[src/design/rva_pkg.sv]
package rva_pkg;

	localparam int CORDIC_STAGES = 16;
	localparam int ATAN_ENTRIES = 24;
	localparam int CORDIC_N = (CORDIC_STAGES < ATAN_ENTRIES) ? CORDIC_STAGES : ATAN_ENTRIES;
	// reduce, fold, CORDIC stages, round
	localparam int CS_LAT = CORDIC_N + 3;

	localparam int AW = 37;
	localparam int ZW = 35;
	localparam int XW = 34;
	localparam int CW = 20;

	localparam logic signed [AW-1:0] Q30_PI = 37'sd3373259426;
	localparam logic signed [AW-1:0] Q30_TWO_PI = 37'sd6746518852;
	localparam logic signed [AW-1:0] Q30_HALF_PI = 37'sd1686629713;
	localparam logic signed [XW-1:0] Q30_GAIN = 34'sd652032874;

	localparam logic signed [ZW-1:0] ATAN_Q30 [ATAN_ENTRIES] = '{
		35'sd843314857, 35'sd497837829, 35'sd263043837, 35'sd133525159, 35'sd67021687,
		35'sd33543516, 35'sd16775851, 35'sd8388437, 35'sd4194283, 35'sd2097149,
		35'sd1048576, 35'sd524288, 35'sd262144, 35'sd131072, 35'sd65536,
		35'sd32768, 35'sd16384, 35'sd8192, 35'sd4096, 35'sd2048,
		35'sd1024, 35'sd512, 35'sd256, 35'sd128
	};

	typedef struct packed {
		logic signed [CW-1:0] c;
		logic signed [CW-1:0] s;
	} cs_t;

	typedef struct packed {
		logic en;
		logic valid;
	} pipe_ctl_t;

endpackage

[src/design/rva_cordic.sv]
module rva_cordic import rva_pkg::*; (
	input logic clk,
	input logic arst_n,
	input pipe_ctl_t ctl,
	input logic signed [20:0] angle,
	output logic valid,
	output cs_t cs
);

	logic signed [AW-1:0] a0;
	logic signed [AW-1:0] ared;
	logic signed [ZW-1:0] a_s1;
	logic v_s1;
	logic signed [ZW-1:0] a_s2;
	logic neg_s2;
	logic v_s2;

	logic signed [XW-1:0] x_s [CORDIC_N+1];
	logic signed [XW-1:0] y_s [CORDIC_N+1];
	logic signed [ZW-1:0] z_s [CORDIC_N+1];
	logic neg_s [CORDIC_N+1];
	logic v_s [CORDIC_N+1];

	logic signed [XW-1:0] xr, yr;
	cs_t cs_s3;
	logic v_s3;

	assign a0 = {{2{angle[20]}}, angle, 14'b0};

	always_comb begin
		ared = a0;
		if (a0 > Q30_PI + 37'sd2 * Q30_TWO_PI)
			ared = a0 - 37'sd3 * Q30_TWO_PI;
		else if (a0 > Q30_PI + Q30_TWO_PI)
			ared = a0 - 37'sd2 * Q30_TWO_PI;
		else if (a0 > Q30_PI)
			ared = a0 - Q30_TWO_PI;
		else if (a0 <= -Q30_PI - 37'sd2 * Q30_TWO_PI)
			ared = a0 + 37'sd3 * Q30_TWO_PI;
		else if (a0 <= -Q30_PI - Q30_TWO_PI)
			ared = a0 + 37'sd2 * Q30_TWO_PI;
		else if (a0 <= -Q30_PI)
			ared = a0 + Q30_TWO_PI;
	end

	always_ff @(posedge clk or negedge arst_n) begin
		if (!arst_n) begin
			v_s1 <= 1'b0;
			v_s2 <= 1'b0;
		end else if (ctl.en) begin
			v_s1 <= ctl.valid;
			v_s2 <= v_s1;
		end
	end

	always_ff @(posedge clk) begin
		if (ctl.en) begin
			a_s1 <= ared[ZW-1:0];
			if (a_s1 > ZW'(Q30_HALF_PI)) begin
				a_s2 <= a_s1 - ZW'(Q30_PI);
				neg_s2 <= 1'b1;
			end else if (a_s1 < -ZW'(Q30_HALF_PI)) begin
				a_s2 <= a_s1 + ZW'(Q30_PI);
				neg_s2 <= 1'b1;
			end else begin
				a_s2 <= a_s1;
				neg_s2 <= 1'b0;
			end
		end
	end

	assign x_s[0] = Q30_GAIN;
	assign y_s[0] = '0;
	assign z_s[0] = a_s2;
	assign neg_s[0] = neg_s2;
	assign v_s[0] = v_s2;

	for (genvar i = 0; i < CORDIC_N; i++) begin : g_stage
		always_ff @(posedge clk or negedge arst_n) begin
			if (!arst_n)
				v_s[i+1] <= 1'b0;
			else if (ctl.en)
				v_s[i+1] <= v_s[i];
		end

		always_ff @(posedge clk) begin
			if (ctl.en) begin
				neg_s[i+1] <= neg_s[i];
				if (!z_s[i][ZW-1]) begin
					x_s[i+1] <= x_s[i] - (y_s[i] >>> i);
					y_s[i+1] <= y_s[i] + (x_s[i] >>> i);
					z_s[i+1] <= z_s[i] - ATAN_Q30[i];
				end else begin
					x_s[i+1] <= x_s[i] + (y_s[i] >>> i);
					y_s[i+1] <= y_s[i] - (x_s[i] >>> i);
					z_s[i+1] <= z_s[i] + ATAN_Q30[i];
				end
			end
		end
	end

	assign xr = (x_s[CORDIC_N] + 34'sd8192) >>> 14;
	assign yr = (y_s[CORDIC_N] + 34'sd8192) >>> 14;

	always_ff @(posedge clk or negedge arst_n) begin
		if (!arst_n)
			v_s3 <= 1'b0;
		else if (ctl.en)
			v_s3 <= v_s[CORDIC_N];
	end

	always_ff @(posedge clk) begin
		if (ctl.en) begin
			cs_s3.c <= neg_s[CORDIC_N] ? -xr[CW-1:0] : xr[CW-1:0];
			cs_s3.s <= neg_s[CORDIC_N] ? -yr[CW-1:0] : yr[CW-1:0];
		end
	end

	assign valid = v_s3;
	assign cs = cs_s3;

	a_fold_range: assert property (@(posedge clk) disable iff (!arst_n)
		v_s2 |-> (a_s2 <= ZW'(Q30_HALF_PI) && a_s2 >= -ZW'(Q30_HALF_PI)))
		else $error("folded angle outside half pi");

	a_cs_range: assert property (@(posedge clk) disable iff (!arst_n)
		v_s3 |-> (cs_s3.c <= 20'sd65600 && cs_s3.c >= -20'sd65600
			&& cs_s3.s <= 20'sd65600 && cs_s3.s >= -20'sd65600))
		else $error("cos or sin beyond unity");

endmodule

[config.mk]
export PLATFORM = sky130hd
export DESIGN_NAME = rva_cordic
export DESIGN_NICKNAME = d
export VERILOG_FILES = /design/src/design/rva_pkg.sv /design/src/design/rva_cordic.sv
export SDC_FILE = /design/constraint.sdc
export NUM_CORES = 2
export LEC_CHECK = 0
export ABC_AREA = 0
export BUFFER_PORTS_ARGS = -buffer_cell sky130_fd_sc_hd__buf_2
export CORE_UTILIZATION = 65
export CTS_CLUSTER_DIAMETER = 60
export DETAILED_ROUTE_END_ITERATION = 6
export GPL_TIMING_DRIVEN = 0
export PLACE_DENSITY = 0.81
export SYNTH_ARGS = -nofsm -noshare
export SYNTH_HDL_FRONTEND = slang
export SYNTH_SLANG_ARGS = --single-unit
[constraint.sdc]
create_clock -name clk -period 6.6 [get_ports clk]
set_clock_uncertainty 0.15 [all_clocks]
set_input_delay 0.33 -clock clk [delete_from_list [all_inputs] [get_ports clk]]
set_output_delay 0.33 -clock clk [all_outputs]
set_load 0.01 [all_outputs]
## Word-level counts from Yosys, hierarchy flattened

Index checks and enable logic that the tools add are counted.

| operators by class | value |
|---|---|
| add/sub/neg operators | 102 |
| muxes and demuxes | 57 |
| $lt $le $gt $ge | 8 |

Operator list:

| operator | count |
|---|---|
| $mux W34 | 31 |
| $mux W35 | 23 |
| $add A35 B22 Y35 const B | 2 |
| $add A35 B35 Y35 const B | 2 |
| $gt A35 B35 Y1 const B | 2 |
| $le A35 B35 Y1 const B | 2 |
| $sub A35 B22 Y35 const B | 2 |
| $sub A35 B35 Y35 const B | 2 |
| $add A34 B15 Y34 const B | 2 |
| $add A34 B19 Y34 | 2 |
| $add A34 B20 Y34 | 2 |
| $add A34 B21 Y34 | 2 |
| $add A34 B22 Y34 | 2 |
| $add A34 B23 Y34 | 2 |
| $add A34 B24 Y34 | 2 |
| $add A34 B25 Y34 | 2 |
| $add A34 B26 Y34 | 2 |
| $add A34 B27 Y34 | 2 |
| $add A34 B28 Y34 | 2 |
| $add A34 B29 Y34 | 2 |
| $add A34 B30 Y34 | 2 |
| $add A34 B31 Y34 | 2 |
| $add A34 B32 Y34 | 2 |
| $sub A34 B19 Y34 | 2 |
| 54 further kinds | 69 |

| word-level totals | value |
|---|---|
| output and inout port bits | 41 |
| word-level logic and storage cells | 253 |
| bits of input ports | 25 |
| register bits | 1725 |

## Logic depth before layout (Yosys ltp)

| depth | value |
|---|---|
| depth after elaboration | 7 |
| depth in mapped cells | 22 |
| gate-level depth less buffers | 22 |

## Worst setup path before layout

OpenSTA, ideal clock, no wires.

| timing path | value |
|---|---|
| kind | register to register |
| start | register z_s[524] (netlist name) |
| end | register y_s[465] (netlist name), data pin |
| data required time | 6.191 ns |
| buffers on the path | 3 |
| slack | 1.767 ns |
| arrival time | 4.424 ns |
| library setup time | 0.259 ns |
| stages on the path, launching flop included | 18 |
| period minus slack after synthesis | 4.833 ns |
| cell sequence | edfxtp_1 > clkbuf_1 > buf_1 > clkbuf_1 > mux2i_1 > inv_1 > ha_1 > o21a_1 > o21a_1 > o21ai_1 > a21oi_1 > or3b_1 > a21oi_1 > o221ai_1 > a2111oi_1 > o31ai_1 > a21oi_1 > xnor2_1 |

| between the ends | value |
|---|---|
| cells in the longest elaborated chain, start to end | 1 |

Ends and longest elaborated chain:

| what | line | text |
|---|---|---|
| start, declared | rva_cordic.sv:20 | `logic signed [ZW-1:0] z_s [CORDIC_N+1];` |
| start signal, assigned by index | rva_cordic.sv:92 | `z_s[i+1] <= z_s[i] - ATAN_Q30[i];` |
| start signal, assigned by index | rva_cordic.sv:96 | `z_s[i+1] <= z_s[i] + ATAN_Q30[i];` |
| $mux W34 | rva_cordic.sv:89 | `if (!z_s[i][ZW-1]) begin` |
| end signal, assigned by index | rva_cordic.sv:91 | `y_s[i+1] <= y_s[i] + (x_s[i] >>> i);` |
| end signal, assigned by index | rva_cordic.sv:95 | `y_s[i+1] <= y_s[i] - (x_s[i] >>> i);` |
| end, declared | rva_cordic.sv:19 | `logic signed [XW-1:0] y_s [CORDIC_N+1];` |

Every way passes these cells.
A chain may end at the register's enable or synchronous reset.

## Worst setup path after layout

| timing path | value |
|---|---|
| start | register z_s[384] (netlist name) |
| end | register y_s[339] (netlist name), data pin |

The elaborated chain is that of the path after synthesis.

==> out/qor.csv <==
metric,value,unit
synth_compound_area_share,19.55,%
hold_viol,0,
grt_pass1_vias,98251,
routed_wl,324900,µm
crit_start,z_s[384],
drive_above_1_share,4.270,%
vias_per_cell,6.332,
final_cell_area,135900,µm²
worstPathMaxFanout,13,
synth_xor_area_share,12.95,%
wl_per_cell,20.16,µm
reg2reg_from,z_s[384],
status,finished clean,
cpPeakStageDelay,0.86,ns
antenna_found_initial,7,
yosys.cell_types.count,112,
route.met2.wl,152500,µm
numPortBuffers,58,
r2r_cells,15,
vias,102056,
finalNonFillerCells,16117,
die_w,441.8,µm
synth_top_cell_area_share,35.64,%
tritoncts,built,
final_cell_mix,"1,492 x edfxtp_1, 1,427 x a21oi_1, 1,381 x ha_1, 1,201 x xnor2_1, 1,182 x nor2_1",
grt_use_total,32.23,%
fillers,14522,
rrSetupSlack,0.31,ns
fmax,159.0,MHz
antenna_left,0,
r2r_end,y_s[339],
crit_cells,15,
htreeDepth,4,
max_cap_violations,0,
cpMaxStageDelayCell,edfxtp_1,
end_kind,flop,
ys_seq_area_share,36.02,%
finalWorstSetupSlack,0.3098,ns
die-area,195200,µm²
syn_area,125700,µm²
setup_viol,0,
worstSkewPairLatency,0.85,ns
rsz0062_at_grt,no,
clk_pin_slew,0.06,ns
nNetsFinal,14865,
hold_ws,0.09874,ns
cts_sinks,1511,
fp.dieH,441.8,µm
startpoint_type,flop,
critPathKind,reg2reg,
cp_num_buf_inv,2,
setup.worst_path.end,y_s[339],
slew_viol_final,0,
wl_met1,140300,µm
synth_enable_flop_cells,1492,
synth_top_family_by_area,compound AO/OA/AOI/OAI gates,
synth_fa_ha_area_share,14.33,%
ys_seq_elements,1511,
worstPathCellList,clkbuf_1 > buf_1 > nor2_1 > xnor2_1 > ha_1 > o21ai_0 > a21boi_1 > o2111ai_1 > a211o_1 > a21boi_1 > a41o_1 > a41oi_1 > a2111oi_0 > a311oi_1 > xnor2_1,
dpl.cell_count,15740,
routabilityCongestion,0.9591,
hold_class,in2reg,
async_reset_ff_share,1.257,%
cts_inserted_buffers,186,
grt.overflow.total,0,
top_layer_used,met4,
grt_max_degree,195,
critical-path-top-delay-family,compound AO/OA/AOI/OAI gates,
dp_hpwl,253000,µm
cts-root-buf,clkbuf_16,
synth-simple-area-share,13.45,%
relSlewSlack,6.915,%
dpl_worst_slack,-0.2114,ns
yosys-top-cells-area,"edfxtp_1 36%, ha_1 14%, xnor2_1 8.4%",
muxShareOfSynthArea,1.049,%
syn-num-nets,14590,
rows,161,
netlist_instances,13147,
ios,66,
final_common_cell,edfxtp_1,
synth_area_per_cell,9.563,µm²
dr_wl_met3,21460,µm
placed_area,129400,µm²
yosys.area.top_type,edfxtp_1,
drt_iter0_drc,9123,
finalCritPeriodShare,95.31,%
start_util,65.35,%
grt_first_pass_wirelength,514000,µm
ys.flop_type,edfxtp_1,
cp.required,7.02,ns
dr.pass1.iters,6,
cp.arrival,6.71,ns
fin_crit,6.290,ns
cts.path.max_buffers,3,
worstMarginPinSlew,1.396,ns
synth_warnings,0,
core_area,192400,µm²
area_growth,8.083,%
drc,0,
[cell families after synthesis]
family	Yosys count
DFF	1511
and+or+nand+nor	3498
other	1
buffers and inverters	881
adders and majority gates	1418
AOI/OAI and AO/OA	3858
muxes	123
xor gates and xnor gates	1857
[final cells by class]
| cell class | instances | area, µm² | share of cell area, % |
|---|---|---|---|
| tap | 2526 | 3161 | 2.326 |
| clock buffer | 224 | 4882 | 3.593 |
| buffer | 237 | 904.6 | 0.6657 |
| clock inverter | 126 | 1346 | 0.9908 |
| antenna | 7 | 17.52 | 0.01289 |
| multi-input combinational | 10755 | 77130 | 56.76 |
| timing repair buffer | 87 | 745.7 | 0.5488 |
| sequential | 1511 | 45280 | 33.32 |
| inverter | 644 | 2421 | 1.782 |
[stage by stage]
step,TNS [ns],utilization (%)
3_3_place_gp,-,67.14
4_1_cts,0,70.59
5_1_grt,0,70.63
6_report,0,70.63
3_5_place_dp,-0.3748,67.27
2_1_floorplan,0,-
[state kept, by name, summed over array words and instances, names as in the netlist, 16 cells and up]
signal / flops
v_s: 16
x_s: 475
cs: 40
z_s: 402
a_s2: 34
a_s1: 27
neg_s: 16
y_s: 498
[per-layer routing]
layer	vias up	global-route usage, %
met1	48727	43.00
li1	49228	-
met5	-	0
met3	616	3.970
met4	0	11.14
met2	3485	54.09
[Yosys cell counts, types with 39 or more instances]
cell type,count
nand3_1,254
or3_1,70
clkbuf_1,188
a21oi_1,1427
nand2_1,641
a211o_1,39
nor2b_1,161
nor2_1,1182
o31a_1,46
xnor2_1,1201
ha_1,1381
or2_2,53
nand2b_1,197
o21a_1,187
a21boi_0,44
xor2_1,653
inv_1,641
o21bai_1,171
mux2_2,70
nor3_1,383
o211ai_1,56
buf_1,40
and3_1,111
nor4_1,94
o31ai_1,66
o21ai_0,534
a211oi_1,95
nand4_1,93
a31oi_1,150
mux2i_1,53
edfxtp_1,1492
a21o_1,592
and2_1,89
[worst register-to-register path, delay by kind of cell, from the launching register on]
kind	cells	cell delay (ns)
AO/OA/AOI/OAI	9	2.77
XOR/XNOR	2	0.40
adder cells (fa/ha/maj)	1	0.36
buffers and inverters	2	1.32
flip-flops	1	0.86
AND/OR/NAND/NOR	1	0.15
[how the worst min path moves through the flow]
stage	start	endpoint	cells after the start
4_1_cts	ctl[0]	v_s1	3
6_report	angle[11]	a_s1[25]	3
3_3_place_gp	arst_n	v_s1	1
5_1_grt	ctl[0]	v_s1	3
3_5_place_dp	arst_n	v_s1	1
2_1_floorplan	arst_n	v_s1	0
[repair_timing]
action | 4_1_cts | 5_1_grt
hold buffers | 14 | 0
endpoints found under the hold margin | 177 | 0
setup endpoints to repair | 3 | 23
buffers inserted | 2 | 4
resized for setup | 0 | 5
Power is not shown: default switching activity piles up to over one toggle a cycle in this logic, so the estimate is an artifact.
